$ cat src/rtl/apbd_pkg.sv
`default_nettype none
package apbd_pkg;

	localparam int QUEUE_DEPTH = 4;
	localparam int QPTR_W = $clog2(QUEUE_DEPTH);

	localparam logic signed [11:0] PRED_RESET = -12'sd2;
	localparam logic signed [13:0] PRED_MAX = 14'sd2047;
	localparam logic signed [13:0] PRED_MIN = -14'sd2048;
	localparam logic signed [7:0] STEP_IDX_MAX = 8'sd48;
	localparam logic [5:0] VOLUME_RESET = 6'd32;
	localparam logic [6:0] VOLUME_FULL = 7'd32;
	localparam logic signed [18:0] SAMPLE_MAX = 19'sd32767;
	localparam logic signed [18:0] SAMPLE_MIN = -19'sd32768;

	typedef enum logic [1:0] {
		KIND_NONE,
		KIND_DATA,
		KIND_DONE
	} apbd_kind_t;

	typedef struct packed {
		logic restart;
		apbd_kind_t kind;
		logic [7:0] data;
	} apbd_entry_t;

	function automatic logic [10:0] step_size(input logic [5:0] idx);
		logic [10:0] st;
		case (idx)
			6'd0: st = 11'd16;
			6'd1: st = 11'd17;
			6'd2: st = 11'd19;
			6'd3: st = 11'd21;
			6'd4: st = 11'd23;
			6'd5: st = 11'd25;
			6'd6: st = 11'd28;
			6'd7: st = 11'd31;
			6'd8: st = 11'd34;
			6'd9: st = 11'd37;
			6'd10: st = 11'd41;
			6'd11: st = 11'd45;
			6'd12: st = 11'd50;
			6'd13: st = 11'd55;
			6'd14: st = 11'd60;
			6'd15: st = 11'd66;
			6'd16: st = 11'd73;
			6'd17: st = 11'd80;
			6'd18: st = 11'd88;
			6'd19: st = 11'd97;
			6'd20: st = 11'd107;
			6'd21: st = 11'd118;
			6'd22: st = 11'd130;
			6'd23: st = 11'd143;
			6'd24: st = 11'd157;
			6'd25: st = 11'd173;
			6'd26: st = 11'd190;
			6'd27: st = 11'd209;
			6'd28: st = 11'd230;
			6'd29: st = 11'd253;
			6'd30: st = 11'd279;
			6'd31: st = 11'd307;
			6'd32: st = 11'd337;
			6'd33: st = 11'd371;
			6'd34: st = 11'd408;
			6'd35: st = 11'd449;
			6'd36: st = 11'd494;
			6'd37: st = 11'd544;
			6'd38: st = 11'd598;
			6'd39: st = 11'd658;
			6'd40: st = 11'd724;
			6'd41: st = 11'd796;
			6'd42: st = 11'd876;
			6'd43: st = 11'd963;
			6'd44: st = 11'd1060;
			6'd45: st = 11'd1166;
			6'd46: st = 11'd1282;
			6'd47: st = 11'd1411;
			6'd48: st = 11'd1552;
			default: st = 11'd1552;
		endcase
		return st;
	endfunction

	function automatic logic signed [4:0] index_adjust(input logic [2:0] code);
		logic signed [4:0] adj;
		case (code)
			3'd4: adj = 5'sd2;
			3'd5: adj = 5'sd4;
			3'd6: adj = 5'sd6;
			3'd7: adj = 5'sd8;
			default: adj = -5'sd1;
		endcase
		return adj;
	endfunction

endpackage
`default_nettype wire

$ cat src/rtl/apbd_front.sv
`default_nettype none
module apbd_front (
	input wire logic clk,
	input wire logic arst_n,
	input wire logic in_valid,
	output logic in_ready,
	input wire logic [7:0] data_byte,
	input wire logic phrase_start,
	input wire logic q_full,
	output logic push,
	output apbd_pkg::apbd_entry_t push_entry
);
	import apbd_pkg::*;

	logic active_q;
	logic hdr_q;
	logic [6:0] left_q;

	logic accept;
	logic eff_active;
	logic eff_hdr;
	logic active_d;
	logic hdr_d;
	logic [6:0] left_d;

	assign in_ready = !q_full;
	assign accept = in_valid && in_ready;
	assign eff_active = phrase_start || active_q;
	assign eff_hdr = phrase_start || hdr_q;

	always_comb begin
		active_d = active_q;
		hdr_d = hdr_q;
		left_d = left_q;
		push = 1'b0;
		push_entry.restart = phrase_start;
		push_entry.kind = KIND_NONE;
		push_entry.data = data_byte;
		if (accept && eff_active) begin
			if (eff_hdr) begin
				if (data_byte[6:0] == 7'd0) begin
					// end of phrase
					push = 1'b1;
					push_entry.kind = KIND_DONE;
					active_d = 1'b0;
					hdr_d = 1'b1;
					left_d = 7'd0;
				end else begin
					push = phrase_start;
					active_d = 1'b1;
					hdr_d = 1'b0;
					left_d = data_byte[6:0];
				end
			end else begin
				push = 1'b1;
				push_entry.kind = KIND_DATA;
				left_d = left_q - 7'd1;
				hdr_d = (left_q == 7'd1);
			end
		end
	end

	always_ff @(posedge clk or negedge arst_n) begin
		if (!arst_n) begin
			active_q <= 1'b0;
			hdr_q <= 1'b1;
			left_q <= 7'd0;
		end else begin
			active_q <= active_d;
			hdr_q <= hdr_d;
			left_q <= left_d;
		end
	end

endmodule
`default_nettype wire

$ cat src/rtl/apbd_queue.sv
`default_nettype none
module apbd_queue (
	input wire logic clk,
	input wire logic arst_n,
	input wire logic push,
	input wire apbd_pkg::apbd_entry_t push_entry,
	output logic full,
	output logic head_valid,
	output apbd_pkg::apbd_entry_t head_entry,
	input wire logic pop
);
	import apbd_pkg::*;

	apbd_entry_t mem_q [QUEUE_DEPTH];
	logic [QPTR_W-1:0] wr_ptr_q;
	logic [QPTR_W-1:0] rd_ptr_q;
	logic [QPTR_W:0] count_q;

	logic do_pop;

	assign full = (count_q == (QPTR_W+1)'(QUEUE_DEPTH));
	assign head_valid = (count_q != '0);
	assign head_entry = mem_q[rd_ptr_q];
	assign do_pop = pop && head_valid;

	always_ff @(posedge clk) begin
		if (push) begin
			mem_q[wr_ptr_q] <= push_entry;
		end
	end

	always_ff @(posedge clk or negedge arst_n) begin
		if (!arst_n) begin
			wr_ptr_q <= '0;
			rd_ptr_q <= '0;
			count_q <= '0;
		end else begin
			if (push) begin
				wr_ptr_q <= wr_ptr_q + QPTR_W'(1);
			end
			if (do_pop) begin
				rd_ptr_q <= rd_ptr_q + QPTR_W'(1);
			end
			case ({push, do_pop})
				2'b10: count_q <= count_q + (QPTR_W+1)'(1);
				2'b01: count_q <= count_q - (QPTR_W+1)'(1);
				default: count_q <= count_q;
			endcase
		end
	end

endmodule
`default_nettype wire

$ cat src/rtl/apbd_back.sv
`default_nettype none
module apbd_back (
	input wire logic clk,
	input wire logic arst_n,
	input wire logic cfg_we,
	input wire logic [5:0] cfg_volume,
	input wire logic q_valid,
	input wire apbd_pkg::apbd_entry_t q_head,
	output logic q_pop,
	output logic out_valid,
	input wire logic out_ready,
	output logic signed [15:0] sample,
	output logic signed [11:0] predictor,
	output logic last_of_byte,
	output logic phrase_done
);
	import apbd_pkg::*;

	logic [5:0] volume_q;
	logic signed [11:0] pred_q;
	logic [5:0] idx_q;
	logic nib_q;

	logic valid_s1;
	logic signed [11:0] pred_s1;
	logic last_s1;
	logic done_s1;

	logic valid_s2;
	logic signed [15:0] sample_s2;
	logic signed [11:0] pred_s2;
	logic last_s2;
	logic done_s2;

	logic s2_free;
	logic s1_free;
	logic step;
	logic emit;
	logic signed [11:0] base_pred;
	logic [5:0] base_idx;
	logic [3:0] code;
	logic [10:0] st;
	logic [11:0] diff;
	logic signed [13:0] sum;
	logic signed [11:0] new_pred;
	logic signed [7:0] idx_sum;
	logic [5:0] new_idx;

	logic [6:0] vol_eff;
	logic signed [18:0] prod;
	logic signed [18:0] prod_rnd;
	logic signed [18:0] half;
	logic signed [15:0] scaled;

	assign s2_free = !valid_s2 || out_ready;
	assign s1_free = !valid_s1 || s2_free;

	always_comb begin
		step = 1'b0;
		emit = 1'b0;
		q_pop = 1'b0;
		case (q_head.kind)
			KIND_DATA: begin
				step = q_valid && s1_free;
				emit = step;
				q_pop = step && nib_q;
			end
			KIND_DONE: begin
				step = q_valid && s1_free;
				emit = step;
				q_pop = step;
			end
			default: begin
				step = q_valid;
				q_pop = step;
			end
		endcase
	end

	// nibble decode
	always_comb begin
		base_pred = q_head.restart ? PRED_RESET : pred_q;
		base_idx = q_head.restart ? 6'd0 : idx_q;
		code = nib_q ? q_head.data[3:0] : q_head.data[7:4];
		st = step_size(base_idx);
		diff = 12'(st >> 3)
			+ (code[2] ? 12'(st) : 12'd0)
			+ (code[1] ? 12'(st >> 1) : 12'd0)
			+ (code[0] ? 12'(st >> 2) : 12'd0);
		if (code[3]) begin
			sum = 14'(base_pred) - $signed({2'b00, diff});
		end else begin
			sum = 14'(base_pred) + $signed({2'b00, diff});
		end
		if (sum > PRED_MAX) begin
			new_pred = PRED_MAX[11:0];
		end else if (sum < PRED_MIN) begin
			new_pred = PRED_MIN[11:0];
		end else begin
			new_pred = sum[11:0];
		end
		idx_sum = $signed({2'b00, base_idx}) + 8'(index_adjust(code[2:0]));
		if (idx_sum > STEP_IDX_MAX) begin
			new_idx = STEP_IDX_MAX[5:0];
		end else if (idx_sum < 8'sd0) begin
			new_idx = 6'd0;
		end else begin
			new_idx = idx_sum[5:0];
		end
	end

	always_ff @(posedge clk or negedge arst_n) begin
		if (!arst_n) begin
			volume_q <= VOLUME_RESET;
			pred_q <= PRED_RESET;
			idx_q <= 6'd0;
			nib_q <= 1'b0;
		end else begin
			if (cfg_we) begin
				volume_q <= cfg_volume;
			end
			if (step) begin
				if (q_head.kind == KIND_DATA) begin
					pred_q <= new_pred;
					idx_q <= new_idx;
					nib_q <= !nib_q;
				end else begin
					pred_q <= base_pred;
					idx_q <= base_idx;
					nib_q <= 1'b0;
				end
			end
		end
	end

	// decode stage
	always_ff @(posedge clk or negedge arst_n) begin
		if (!arst_n) begin
			valid_s1 <= 1'b0;
		end else if (emit) begin
			valid_s1 <= 1'b1;
		end else if (s2_free) begin
			valid_s1 <= 1'b0;
		end
	end

	always_ff @(posedge clk) begin
		if (emit) begin
			if (q_head.kind == KIND_DATA) begin
				pred_s1 <= new_pred;
				last_s1 <= nib_q;
				done_s1 <= 1'b0;
			end else begin
				pred_s1 <= base_pred;
				last_s1 <= 1'b1;
				done_s1 <= 1'b1;
			end
		end
	end

	// volume scaling
	always_comb begin
		vol_eff = (volume_q == 6'd0) ? VOLUME_FULL : {1'b0, volume_q};
		prod = 19'(pred_s1) * $signed({12'd0, vol_eff});
		prod_rnd = prod + 19'(prod[18]);
		half = prod_rnd >>> 1;
		if (done_s1) begin
			scaled = 16'sd0;
		end else if (half > SAMPLE_MAX) begin
			scaled = SAMPLE_MAX[15:0];
		end else if (half < SAMPLE_MIN) begin
			scaled = SAMPLE_MIN[15:0];
		end else begin
			scaled = half[15:0];
		end
	end

	// output register
	always_ff @(posedge clk or negedge arst_n) begin
		if (!arst_n) begin
			valid_s2 <= 1'b0;
		end else if (s2_free) begin
			valid_s2 <= valid_s1;
		end
	end

	always_ff @(posedge clk) begin
		if (valid_s1 && s2_free) begin
			sample_s2 <= scaled;
			pred_s2 <= pred_s1;
			last_s2 <= last_s1;
			done_s2 <= done_s1;
		end
	end

	assign out_valid = valid_s2;
	assign sample = sample_s2;
	assign predictor = pred_s2;
	assign last_of_byte = last_s2;
	assign phrase_done = done_s2;

	assert property (@(posedge clk) disable iff (!arst_n)
		nib_q |-> (q_valid && q_head.kind == KIND_DATA))
		else $error("second nibble pending without a data entry at the head");

	assert property (@(posedge clk) disable iff (!arst_n)
		(valid_s2 && done_s2) |-> (sample_s2 == 16'sd0 && last_s2))
		else $error("end of phrase result not closing with a zero sample");

	assert property (@(posedge clk) disable iff (!arst_n)
		idx_q <= STEP_IDX_MAX[5:0])
		else $error("step index beyond table");

	assert property (@(posedge clk) disable iff (!arst_n)
		(step && q_head.kind == KIND_DATA && !nib_q) |-> (!q_pop ##1 nib_q))
		else $error("data entry left the queue after one nibble");

endmodule
`default_nettype wire

$ cat src/rtl/adpcm_phrase_block_decoder.sv
// path: a data byte passes through the queue, the decode register and the output register;
// its second result follows its first, and an end of phrase result takes the same path
// throughput: the back end decodes one nibble per cycle while the output is not stalled;
// phrase start headers and end headers each pass through the back end, other headers and ignored bytes
// do not; a 4-entry queue absorbs bursts
// reset: arst_n clears framing (header expected, inactive), predictor to -2, index 0, volume 32
`default_nettype none
module adpcm_phrase_block_decoder (
	input wire logic clk,
	input wire logic arst_n,
	input wire logic cfg_valid,
	output logic cfg_ready,
	input wire logic [5:0] cfg_data,       // volume
	input wire logic s_axis_tvalid,
	output logic s_axis_tready,
	input wire logic [7:0] s_axis_tdata,   // data_byte
	input wire logic [0:0] s_axis_tuser,   // phrase_start
	output logic m_axis_tvalid,
	input wire logic m_axis_tready,
	output logic [31:0] m_axis_tdata,      // sample [15:0], predictor [27:16], zero pad
	output logic m_axis_tlast,             // last_of_byte
	output logic [0:0] m_axis_tuser        // phrase_done
);
	import apbd_pkg::*;

	logic q_full;
	logic push;
	apbd_entry_t push_entry;
	logic head_valid;
	apbd_entry_t head_entry;
	logic pop;
	logic signed [15:0] sample;
	logic signed [11:0] predictor;

	assign cfg_ready = 1'b1;

	apbd_front u_front (
		.clk(clk),
		.arst_n(arst_n),
		.in_valid(s_axis_tvalid),
		.in_ready(s_axis_tready),
		.data_byte(s_axis_tdata),
		.phrase_start(s_axis_tuser[0]),
		.q_full(q_full),
		.push(push),
		.push_entry(push_entry)
	);

	apbd_queue u_queue (
		.clk(clk),
		.arst_n(arst_n),
		.push(push),
		.push_entry(push_entry),
		.full(q_full),
		.head_valid(head_valid),
		.head_entry(head_entry),
		.pop(pop)
	);

	apbd_back u_back (
		.clk(clk),
		.arst_n(arst_n),
		.cfg_we(cfg_valid && cfg_ready),
		.cfg_volume(cfg_data),
		.q_valid(head_valid),
		.q_head(head_entry),
		.q_pop(pop),
		.out_valid(m_axis_tvalid),
		.out_ready(m_axis_tready),
		.sample(sample),
		.predictor(predictor),
		.last_of_byte(m_axis_tlast),
		.phrase_done(m_axis_tuser[0])
	);

	assign m_axis_tdata = {4'd0, predictor, sample};

endmodule
`default_nettype wire

$ cat config.mk
export PLATFORM = sky130hd
export DESIGN_NAME = adpcm_phrase_block_decoder
export DESIGN_NICKNAME = d
export VERILOG_FILES = /design/src/rtl/apbd_pkg.sv /design/src/rtl/apbd_front.sv /design/src/rtl/apbd_queue.sv /design/src/rtl/apbd_back.sv /design/src/rtl/adpcm_phrase_block_decoder.sv
export SDC_FILE = /design/constraint.sdc
export NUM_CORES = 1
export LEC_CHECK = 0
export BUFFER_PORTS_ARGS = -buffer_cell sky130_fd_sc_hd__buf_2
export CORE_MARGIN = 5
export CORE_UTILIZATION = 45
export DETAILED_ROUTE_END_ITERATION = 7
export PLACE_DENSITY = 0.68
export SLEW_MARGIN = 30
export SYNTH_ARGS = -nofsm -noshare
export SYNTH_HDL_FRONTEND = slang
export SYNTH_HIERARCHICAL = 1
export SYNTH_SLANG_ARGS = --single-unit
export TNS_END_PERCENT = 30
$ cat constraint.sdc
create_clock -name clk -period 10.2 [get_ports clk]
set_input_delay 0.51 -clock clk [delete_from_list [all_inputs] [get_ports clk]]
set_output_delay 0.51 -clock clk [all_outputs]
set_load 0.01 [all_outputs]
==> impl_results.md, run 1 <==
- Minimum clock period: between 9 and 10 ns
- Hold Fails Final Rpt: 0
- Xor/xnor share of the synthesized area: 0.0559
- Pins Over Slew Limit: 0
- Overall routing resource usage: 0.186
- CTS hold repair buffers: 0
- Setup crit start kind: register
- Most frequent cell after synthesis: inv_1
- CP bufs+invs: 5
- Wire per inst: 16.3 um
- Worst Tran Pin Value: 0.933 ns
- Synth Area in Adders: 0.205
- TNS Setup: 0 ns
- Layout area overhead: 8.59%
- WP data arrival: around 9.2 ns
- DRT antenna net count: 0
- Fin crit share: 0.890
- Die width: 177 um
- Yosys reg bits: 131
- Max-cap viol count: 0
- RSZ-0062 raised after global routing: false
- Max-slew headroom: 0.378
- Clock transition at path regs: 0.06 ns
- Asr flop ratio synth: 0.328
- Via count of the first global-routing pass: 9416
- Share of the synthesized area in the top cell type: 0.210
- Synth area leaders: edfxtp_1, fa_1, ha_1
- Post-synth EDFFs: 88
- Fraction of layout cells with a size suffix above 1: 0.139
- Core Area: 27700 um2
- Total congestion overflow: 0
- Mux contribution to synthesized area: 0.0393
- Yosys warns: 6
- Initial core utilization: 0.453
- 1st-iter DRT viols: 626
- Placed Cells incl. Taps: between 1500 and 2000
- Port bufs: 51
- Die ar.: 31300 um2
- Final net count: 1503
- Compound-Gate Fraction of Synth Area: 0.160
- CP Class: reg -> reg
- Layout Skew: 0.0110 ns
- Routability Congestion: 0.880
- Initial antenna violation count: 0
- Root Driver: clkbuf_16
- Maximum root-to-sink buffer count: 2
- CTS tree: done
- Clock sinks: about 130
- Leading cell types by count after synthesis: inv_1, nor2_1, ha_1, edfxtp_1, nand2_1
- Mapped Cells: 1297
- Max Fclk: 110 MHz
- Drt first pass iters: 6
- Post-CTS resize count: 0
- Post-synthesis cell area: 12600 um2
- Worst path max stage delay: around 0.69 ns
- Via count: between 9000 and 10000
- Htree depth: 4
- Worst-Skew Late Latency: 0.42 ns
- Vias per inst: 5.51
- Worst Hold Class: in -> async
- Seq/Total Area, Yosys: 0.297
- Status: finished clean
- Worst EP required: 10.35 ns
- Worst hold slack: 0.184 ns
- Top Ports: 57
- Synth Area in Simple Gates: 0.173
- Top FF cell, synth: edfxtp_1
- Final wirelength: 28000 um
- First-pass GRT wire length: 47300 um
- Cell row count: slightly above 60
- TritonCTS Buffers: 17
- Avg Inst Size Synth: 9.68 um2
- CP max stage cell: mux4_1
- Post-CTS Setup Repair Bufs: 0
- Netlist cell types: 102
- Die Span Y: 177 um
- # setup viols final: 0
- ANT cells: 0
- Largest family of logic cells by synthesized area: adder cells
- Largest net degree at the start of global routing: 44
- Area leader, netlist: edfxtp_1
- CP Capture Type: register
- Post-DP HPWL: 21200 um
- Cell Count, Final, Fillers Out: 1711
- Largest fanout on the critical path: 15
- DRC: 0
- Delay-heaviest family, CP: compound AO/OA/AOI/OAI gates
metrics by stage:
step	setup WS, ns	utilization	cell area (um2)
5_1_grt	0.495	0.492	13600
3_5_place_dp	1.21	0.471	13100
2_1_floorplan	2.12	-	12600
4_1_cts	1.16	0.492	13600
3_3_place_gp	1.40	0.471	13000
6_report	1.12	0.492	13600
final cells by class:
cell class / instances / area (um2)
fillers: 2557 / 14100
multi-input cells: 965 / 7980
flip-flops and latches: 131 / 3730
inverters: 146 / 548
well taps: 378 / 473
clock buffers: 18 / 439
repair buffers: 59 / 315
clock inverters: 14 / 144
worst paths after layout:
check	from	end	slack, ns	cells past startpoint
min reg2reg	u_back/valid_s1$_DFFE_PN0P_	u_back/out_valid$_DFFE_PN0N_	0.48	1
min in group clk	cfg_data[3]	u_back/volume_q[3]$_DFFE_PN0P_	0.32	2
max	u_queue/rd_ptr_q[0]$_DFFE_PN0P_	u_back/pred_s1[8]$_DFFE_PP_	1.12	34
min	arst_n	u_back/idx_q[2]$_DFFE_PN0P_	0.18	2
max in group asynchronous	arst_n	u_back/volume_q[2]$_DFFE_PN0P_	9.60	2
max reg2reg	u_queue/rd_ptr_q[0]$_DFFE_PN0P_	u_back/pred_s1[8]$_DFFE_PP_	1.12	34
layer usage:
metal / share of wire / GRT usage / vias up
li1: - / - / 4557
met1: 0.45 / 0.244 / 4609
met2: 0.49 / 0.324 / 231
met3: 0.045 / 0.0310 / 30
met4: 0.015 / 0.0390 / 0
met5: 0 / 0 / -
registers in the layout, indices dropped and copies added (netlist names), 2 cells and up:
signal            count
u_queue/wr_ptr_q      2
u_front/left_q        7
u_back/idx_q          6
u_back/pred_q        12
u_back/pred_s1       12
u_queue/count_q       3
u_back/predictor     12
u_back/volume_q       6
u_back/sample        16
u_queue/mem_q        44
u_queue/rd_ptr_q      2
cell usage in the layout (no fill, tap or decap), drive strengths merged, types with 32 or more instances in the layout:
cell / synthesis / final
and2: 57 / 57
nor2: 111 / 111
inv: 144 / 150
xor2: 32 / 32
fa: 71 / 71
o21ai: 57 / 57
xnor2: 43 / 43
a21oi: 71 / 71
buf: 27 / 59
ha: 92 / 92
edfxtp: 88 / 88
nand2: 81 / 81
logic make-up (layout without fill, tap and decap cells):
family,count (synthesis),in the layout
AOI/OAI and AO/OA,275,275
xor gates and xnor gates,76,76
adders and majority gates,163,163
buffers and inverters,204,237
DFF,131,131
muxes,32,32
other,2,5
and+or+nand+nor,414,414
Power of run 1 is left out: the tool's default activity adds up to more than one toggle a clock period on the data nets, which glitch-free logic cannot reach.
==> run 2, diff against run 1 <==
--- a/config.mk
+++ b/config.mk
@@ -6,10 +6,12 @@
 export NUM_CORES = 1
 export LEC_CHECK = 0
 export BUFFER_PORTS_ARGS = -buffer_cell sky130_fd_sc_hd__buf_2
+export CAP_MARGIN = 20
 export CORE_MARGIN = 5
 export CORE_UTILIZATION = 45
 export DETAILED_ROUTE_END_ITERATION = 7
 export PLACE_DENSITY = 0.68
+export RECOVER_POWER = 25
 export SLEW_MARGIN = 30
 export SYNTH_ARGS = -nofsm -noshare
 export SYNTH_HDL_FRONTEND = slang
==> constraint.sdc (replaced) <==
create_clock -name clk -period 9.8 [get_ports clk]
set_input_delay 0.49 -clock clk [delete_from_list [all_inputs] [get_ports clk]]
set_output_delay 0.49 -clock clk [all_outputs]
set_load 0.01 [all_outputs]
==> run 2 against run 1 <==
  * The flow now finishes with violations (max-capacitance violations, max-slew violations)
  * Worst setup slack worse by 0.13 ns
  * Hold slack improved by 0.11 ns
  * Routed wire length rose by 0.98%
  * Non-clock buffer count shrank 1
==> impl_results.md, run 2 (same netlist as run 1, synthesis figures left out) <==
- Worst reg-to-reg path cell count: 33 (was 34)
- Core Area: 27700 um2 (unchanged)
- Util after Layout: 0.493 (was 0.492)
- Fin crit share: 0.899 (was 0.890)
- Clock transition at path regs: 0.07 ns (was 0.06 ns)
- Worst-Skew Late Latency: 0.43 ns (was 0.42 ns)
- Port bufs: 51 (unchanged)
- Filler cells: 2540 (was 2557)
- Hold path cells: 2
- Worst Tran Pin Value: 2.52 ns (was 0.933 ns)
- ANT cells: 0 (unchanged)
- Status: finished with violations (was finished clean)
- Post-DP HPWL: 21200 um (about the same)
- RSZ-0062 raised after global routing: false (unchanged)
- TNS Setup: 0 ns (unchanged)
- Max-slew headroom: -0.683 (was 0.378)
- Post-DP Area: 13000 um2 (was 13100 um2)
- Most frequent cells in the layout: inv_1, nor2_1, ha_1, edfxtp_1, nand2_1 (unchanged)
- Fraction of layout cells with a size suffix above 1: 0.131 (was 0.139)
- 1st-iter DRT viols: 427 (was 626)
- Die width: 177 um (unchanged)
- Hold EP: u_back/volume_q[1]$_DFFE_PN0P_
- Vias per inst: 5.51 (about the same)
- CP Class: reg -> reg (unchanged)
- Failing checks: max-capacitance violations, max-slew violations
- Sequential cell area: 3730 um2 (unchanged)
- Root Driver: clkbuf_16 (unchanged)
- Layout Skew: 0.0147 ns (was 0.0110 ns)
- Finished Cell Area: 13700 um2 (was 13600 um2)
- Htree depth: 4 (unchanged)
- Commonest non-fill, non-tap cell in the layout: inv_1 (unchanged)
- Clock sinks: 131 (unchanged)
- Worst EP required: 9.95 ns (was 10.35 ns)
- CP max stage cell: mux4_1 (unchanged)
- Worst r2r src: u_queue/rd_ptr_q[0]$_DFFE_PN0P_ (unchanged)
- Top Ports: 57 (unchanged)
- Worst Hold Class: in -> reg (was in -> async)
- Overall routing resource usage: 0.184 (was 0.186)
- First-pass GRT wire length: 46800 um (was 47300 um)
- Pins Over Slew Limit: 44 (was 0)
- Multi-input logic area: 7990 um2 (was 7980 um2)
- Largest register FFs: 44 (unchanged)
- Worst path max stage delay: 0.67 ns (was 0.69 ns)
- R2r endpoint: u_back/pred_s1[4]$_DFFE_PP_ (was u_back/pred_s1[8]$_DFFE_PP_)
- Routability Congestion: 0.881 (was 0.880)
- Via count: 9427 (unchanged)
- Initial core utilization: 0.453 (unchanged)
- DRC: 0 (unchanged)
- Initial antenna violation count: 0 (unchanged)
- Largest Register: u_queue/mem_q (unchanged)
- Max-cap viol count: 1 (was 0)
- Setup crit start kind: register (unchanged)
- Die ar.: 31300 um2 (unchanged)
- Post-CTS resize count: 0 (unchanged)
- Via count of the first global-routing pass: 9426 (was 9416)
- Cell row count: 61 (unchanged)
- Total congestion overflow: 0 (unchanged)
- Setup slack, reg-to-reg: 0.99 ns (was 1.12 ns)
- Drt first pass iters: 5 (was 6)
- Hold Fails Final Rpt: 0 (unchanged)
- CP bufs+invs: 4 (was 5)
- Placed Cells incl. Taps: 1678 (was 1679)
- Layout area overhead: 8.75% (was 8.59%)
- DRT antenna net count: 0 (unchanged)
- Max Fclk: 114 MHz (was 110 MHz)
- Final wirelength: 28200 um (was 28000 um)
- Largest net degree at the start of global routing: 44 (unchanged)
- Minimum clock period: 8.81 ns (was 9.08 ns)
- WP data arrival: 8.96 ns (was 9.22 ns)
- Cell Count, Final, Fillers Out: 1710 (was 1711)
- Post-CTS Setup Repair Bufs: 0 (unchanged)
- CP Capture Type: register (unchanged)
- Die Span Y: 177 um (unchanged)
- Hold path startpoint: cfg_data[1]
- Final net count: 1502 (was 1503)
- # setup viols final: 0 (unchanged)
- Delay-heaviest family, CP: adder cells (was compound AO/OA/AOI/OAI gates)
- CTS hold repair buffers: 0 (unchanged)
- CTS tree: done (unchanged)
- TritonCTS Buffers: 17 (unchanged)
- Wire per inst: 16.5 um (was 16.3 um)
- Largest fanout on the critical path: 15 (unchanged)
- Maximum root-to-sink buffer count: 2 (unchanged)
## run 2: cell count changes in the layout (fill, tap and decap cells not counted)
cell,previous run,this run
buf_2,51,41
mux2i_2,0,1
bufinv_16,1,3
clkbuf_1,0,10
inv_6,3,4
mux2i_1,11,10
clkinv_4,4,1
clkbuf_8,1,0
buf_4,8,7
clkinvlp_4,2,3
## run 2: through the flow
| stage | setup WS [ns] | hold WS (ns) |
|---|---|---|
| 3_3_place_gp | 1.27 | 0.476 |
| 4_1_cts | 1.06 | 0.0830 |
| 2_1_floorplan | 1.72 | 0.194 |
| 5_1_grt | 0.169 | 0.287 |
| 6_report | 0.991 | 0.291 |
| 3_5_place_dp | 1.14 | 0.480 |
## run 2: cell type report
cell class / count / area share
tap: 378 / 0.0346
inverter: 146 / 0.0401
timing repair buffer: 58 / 0.0216
clock inverter: 15 / 0.0142
multi-input combinational: 965 / 0.585
clock buffer: 17 / 0.0312
sequential: 131 / 0.274
## run 2: worst max path at each step
stage / from / endpoint / slack [ns] / depth (start not counted)
4_1_cts: u_queue/rd_ptr_q[0]$_DFFE_PN0P_ / u_back/pred_s1[9]$_DFFE_PP_ / 1.06 / 33
5_1_grt: u_queue/rd_ptr_q[0]$_DFFE_PN0P_ / u_back/pred_s1[6]$_DFFE_PP_ / 0.17 / 32
3_5_place_dp: u_queue/rd_ptr_q[0]$_DFFE_PN0P_ / u_back/pred_s1[9]$_DFFE_PP_ / 1.14 / 33
6_report: u_queue/rd_ptr_q[0]$_DFFE_PN0P_ / u_back/pred_s1[4]$_DFFE_PP_ / 0.99 / 33
3_3_place_gp: u_queue/rd_ptr_q[0]$_DFFE_PN0P_ / u_back/pred_s1[8]$_DFFE_PP_ / 1.27 / 32
2_1_floorplan: u_queue/rd_ptr_q[0]$_DFFE_PN0P_ / u_back/pred_s1[10]$_DFFE_PP_ / 1.72 / 35
## run 2: metal layers
metal | up-vias | GRT usage | part of all wire
met1 | 4584 | 0.244 | 0.44
met4 | 0 | 0.0561 | 0.018
met2 | 241 | 0.314 | 0.49
met3 | 40 | 0.0258 | 0.050
li1 | 4562 | - | -
met5 | - | 0 | 0
Power of run 2 is left out for the same reason.
==> run 3, diff against run 2 <==
--- a/config.mk
+++ b/config.mk
@@ -9,6 +9,7 @@
 export CAP_MARGIN = 20
 export CORE_MARGIN = 5
 export CORE_UTILIZATION = 45
+export CTS_BUF_LIST = sky130_fd_sc_hd__clkbuf_8
 export DETAILED_ROUTE_END_ITERATION = 7
 export PLACE_DENSITY = 0.68
 export RECOVER_POWER = 25
==> constraint.sdc (replaced) <==
create_clock -name clk -period 8.7 [get_ports clk]
set_input_delay 0.435 -clock clk [delete_from_list [all_inputs] [get_ports clk]]
set_output_delay 0.435 -clock clk [all_outputs]
set_load 0.01 [all_outputs]
==> run 3 against run 2 <==
  * The flow still finishes with violations (max-capacitance violations, max-slew violations)
  * Hold slack worse by 0.088 ns
  * Critical path depth stayed put
  * Clock skew is 0.0042 ns higher
  * First-iteration DRC count is 45% higher
  * Die area stayed put
  * Final cell count is 0.88% higher
  * Global-route usage is 0.44 points higher
  * Routed wire length is 2.3% higher
  * Clock-buffer cell count stayed put
  * Design area is 0.15% higher
  * Fmax is 7.9% higher
  * Worst setup slack worse by 0.45 ns
==> impl_results.md, run 3 (same netlist as run 1, synthesis figures left out) <==
- Critical Path Source: u_queue/rd_ptr_q[0]$_DFFE_PN0P_ (unchanged)
- Maximum root-to-sink buffer count: 2 (unchanged)
- Port bufs: 51 (unchanged)
- Die Span Y: 177 um (unchanged)
- TritonCTS Buffers: 17 (unchanged)
- Fin crit share: 0.938 (was 0.899)
- Worst reg-to-reg path cell count: 33 (unchanged)
- WP data arrival: 8.52 ns (was 8.96 ns)
- DRT antenna net count: 0 (unchanged)
- CP Class: reg -> reg (unchanged)
- Hold Fails Final Rpt: 0 (unchanged)
- Root Driver: clkbuf_8 (was clkbuf_16)
- Commonest non-fill, non-tap cell in the layout: inv_1 (unchanged)
- Util after Layout: 0.494 (was 0.493)
- CP max stage cell: mux4_1 (unchanged)
- Clock sinks: 131 (unchanged)
- Max Fclk: 123 MHz (was 114 MHz)
- Final net count: 1517 (was 1502)
- RSZ-0062 raised after global routing: false (unchanged)
- Max-slew headroom: -0.710 (was -0.683)
- Vias per inst: 5.55 (was 5.51)
- CP Capture Type: register (unchanged)
- Worst Tran Pin Value: 2.57 ns (was 2.52 ns)
- Minimum clock period: 8.16 ns (was 8.81 ns)
- Largest register FFs: 44 (unchanged)
- Initial core utilization: 0.453 (unchanged)
- Fraction of layout cells with a size suffix above 1: 0.146 (was 0.131)
- Post-DP HPWL: 21800 um (was 21200 um)
- Status: finished with violations (unchanged)
- Max-cap viol count: 1 (unchanged)
- Worst r2r src: u_queue/rd_ptr_q[0]$_DFFE_PN0P_ (unchanged)
- Drt first pass iters: 5 (unchanged)
- Setup crit start kind: register (unchanged)
- Worst path max stage delay: 0.65 ns (was 0.67 ns)
- Hold path startpoint: cfg_data[3] (was cfg_data[1])
- Largest fanout on the critical path: 9 (was 15)
- Cell row count: 61 (unchanged)
- CTS tree: done (unchanged)
- Layout area overhead: 8.91% (was 8.75%)
- Routability Congestion: 0.909 (was 0.881)
- Largest Register: u_queue/mem_q (unchanged)
- Filler cells: 2552 (was 2540)
- # setup viols final: 0 (unchanged)
- Worst-Skew Late Latency: 0.46 ns (was 0.43 ns)
- DRC: 0 (unchanged)
- 1st-iter DRT viols: 619 (was 427)
- Overall routing resource usage: 0.188 (was 0.184)
- Htree depth: 4 (unchanged)
- Worst EP required: 9.06 ns (was 9.95 ns)
- Failing checks: max-capacitance violations, max-slew violations (unchanged)
- Worst Hold Class: in -> reg (unchanged)
- Top Ports: 57 (unchanged)
- Wire per inst: 16.7 um (was 16.5 um)
- First-pass GRT wire length: 48000 um (was 46800 um)
- Pins Over Slew Limit: 44 (unchanged)
- Initial antenna violation count: 0 (unchanged)
- Via count: 9578 (was 9427)
- Most frequent cells in the layout: inv_1, nor2_1, ha_1, edfxtp_1, nand2_1 (unchanged)
- Final wirelength: 28900 um (was 28200 um)
- Total congestion overflow: 0 (unchanged)
- Die ar.: 31300 um2 (unchanged)
- Layout Skew: 0.0189 ns (was 0.0147 ns)
- Hold path cells: 2 (unchanged)
- Via count of the first global-routing pass: 9549 (was 9426)
- Clock transition at path regs: 0.10 ns (was 0.07 ns)
- Core Area: 27700 um2 (unchanged)
- Largest net degree at the start of global routing: 44 (unchanged)
- ANT cells: 0 (unchanged)
- Die width: 177 um (unchanged)
==> run 3: metal layers <==
layer	track usage	routed length, um	vias up
met5	0	0	-
met4	0.0606	714	0
met3	0.0239	1380	60
met2	0.318	13900	283
met1	0.253	12900	4642
li1	-	-	4593
==> run 3: path summary, 6_finish.rpt <==
kind	end	slack (ns)
setup / recovery	u_back/pred_q[10]$_DFFE_PN1P_	0.54
hold / removal	u_back/volume_q[3]$_DFFE_PN0P_	0.20
setup reg to reg	u_back/pred_q[10]$_DFFE_PN1P_	0.54
hold reg to reg	u_back/out_valid$_DFFE_PN0N_	0.49
max in group asynchronous	u_back/volume_q[2]$_DFFE_PN0P_	5.92
min in group asynchronous	u_back/idx_q[1]$_DFFE_PN0P_	1.33
==> run 3: stage by stage <==
step / cell area (um2) / setup slack [ns] / std cells / hold WS, ns / TNS [ns]
3_5_place_dp: 13100 / -0.0830 / 1689 / 0.467 / -0.593
5_1_grt: 13700 / 0.000898 / 1725 / 0.177 / 0
6_report: 13700 / 0.539 / 1725 / 0.203 / 0
2_1_floorplan: 12600 / 0.620 / 1300 / 0.139 / 0
3_3_place_gp: 13100 / 0.122 / 1689 / 0.462 / 0
4_1_cts: 13600 / 0.108 / 1722 / 0.171 / 0
==> run 3: final cells by class <==
class | instances | area, um2 | area share
Clock buffer | 17 | 234 | 0.0171
Tap cell | 378 | 473 | 0.0346
Multi-Input combinational cell | 967 | 8100 | 0.592
Clock inverter | 15 | 181 | 0.0133
Sequential cell | 131 | 3730 | 0.273
Inverter | 146 | 548 | 0.0401
Timing Repair Buffer | 71 | 408 | 0.0298
==> run 3: repair_timing <==
action / 4_1_cts / 5_1_grt
resized for setup: 2 / 19
endpoints found under the hold margin: 30 / 0
endpoints found under the setup margin: 9 / 24
setup buffers: 0 / 1
cloned: 0 / 2
hold buffers: 1 / 0
pin swaps: 0 / 3
==> run 3: worst max-delay path, delay by kind of cell, from the launching register on <==
family | cells | cell delay (ns)
flops | 1 | 0.36
xor+xnor | 3 | 0.77
mux | 1 | 0.65
buf+inv | 4 | 0.39
compound gates | 11 | 2.28
fa+ha+maj | 6 | 2.26
simple gates | 8 | 1.34
Power of run 3 is left out for the same reason.
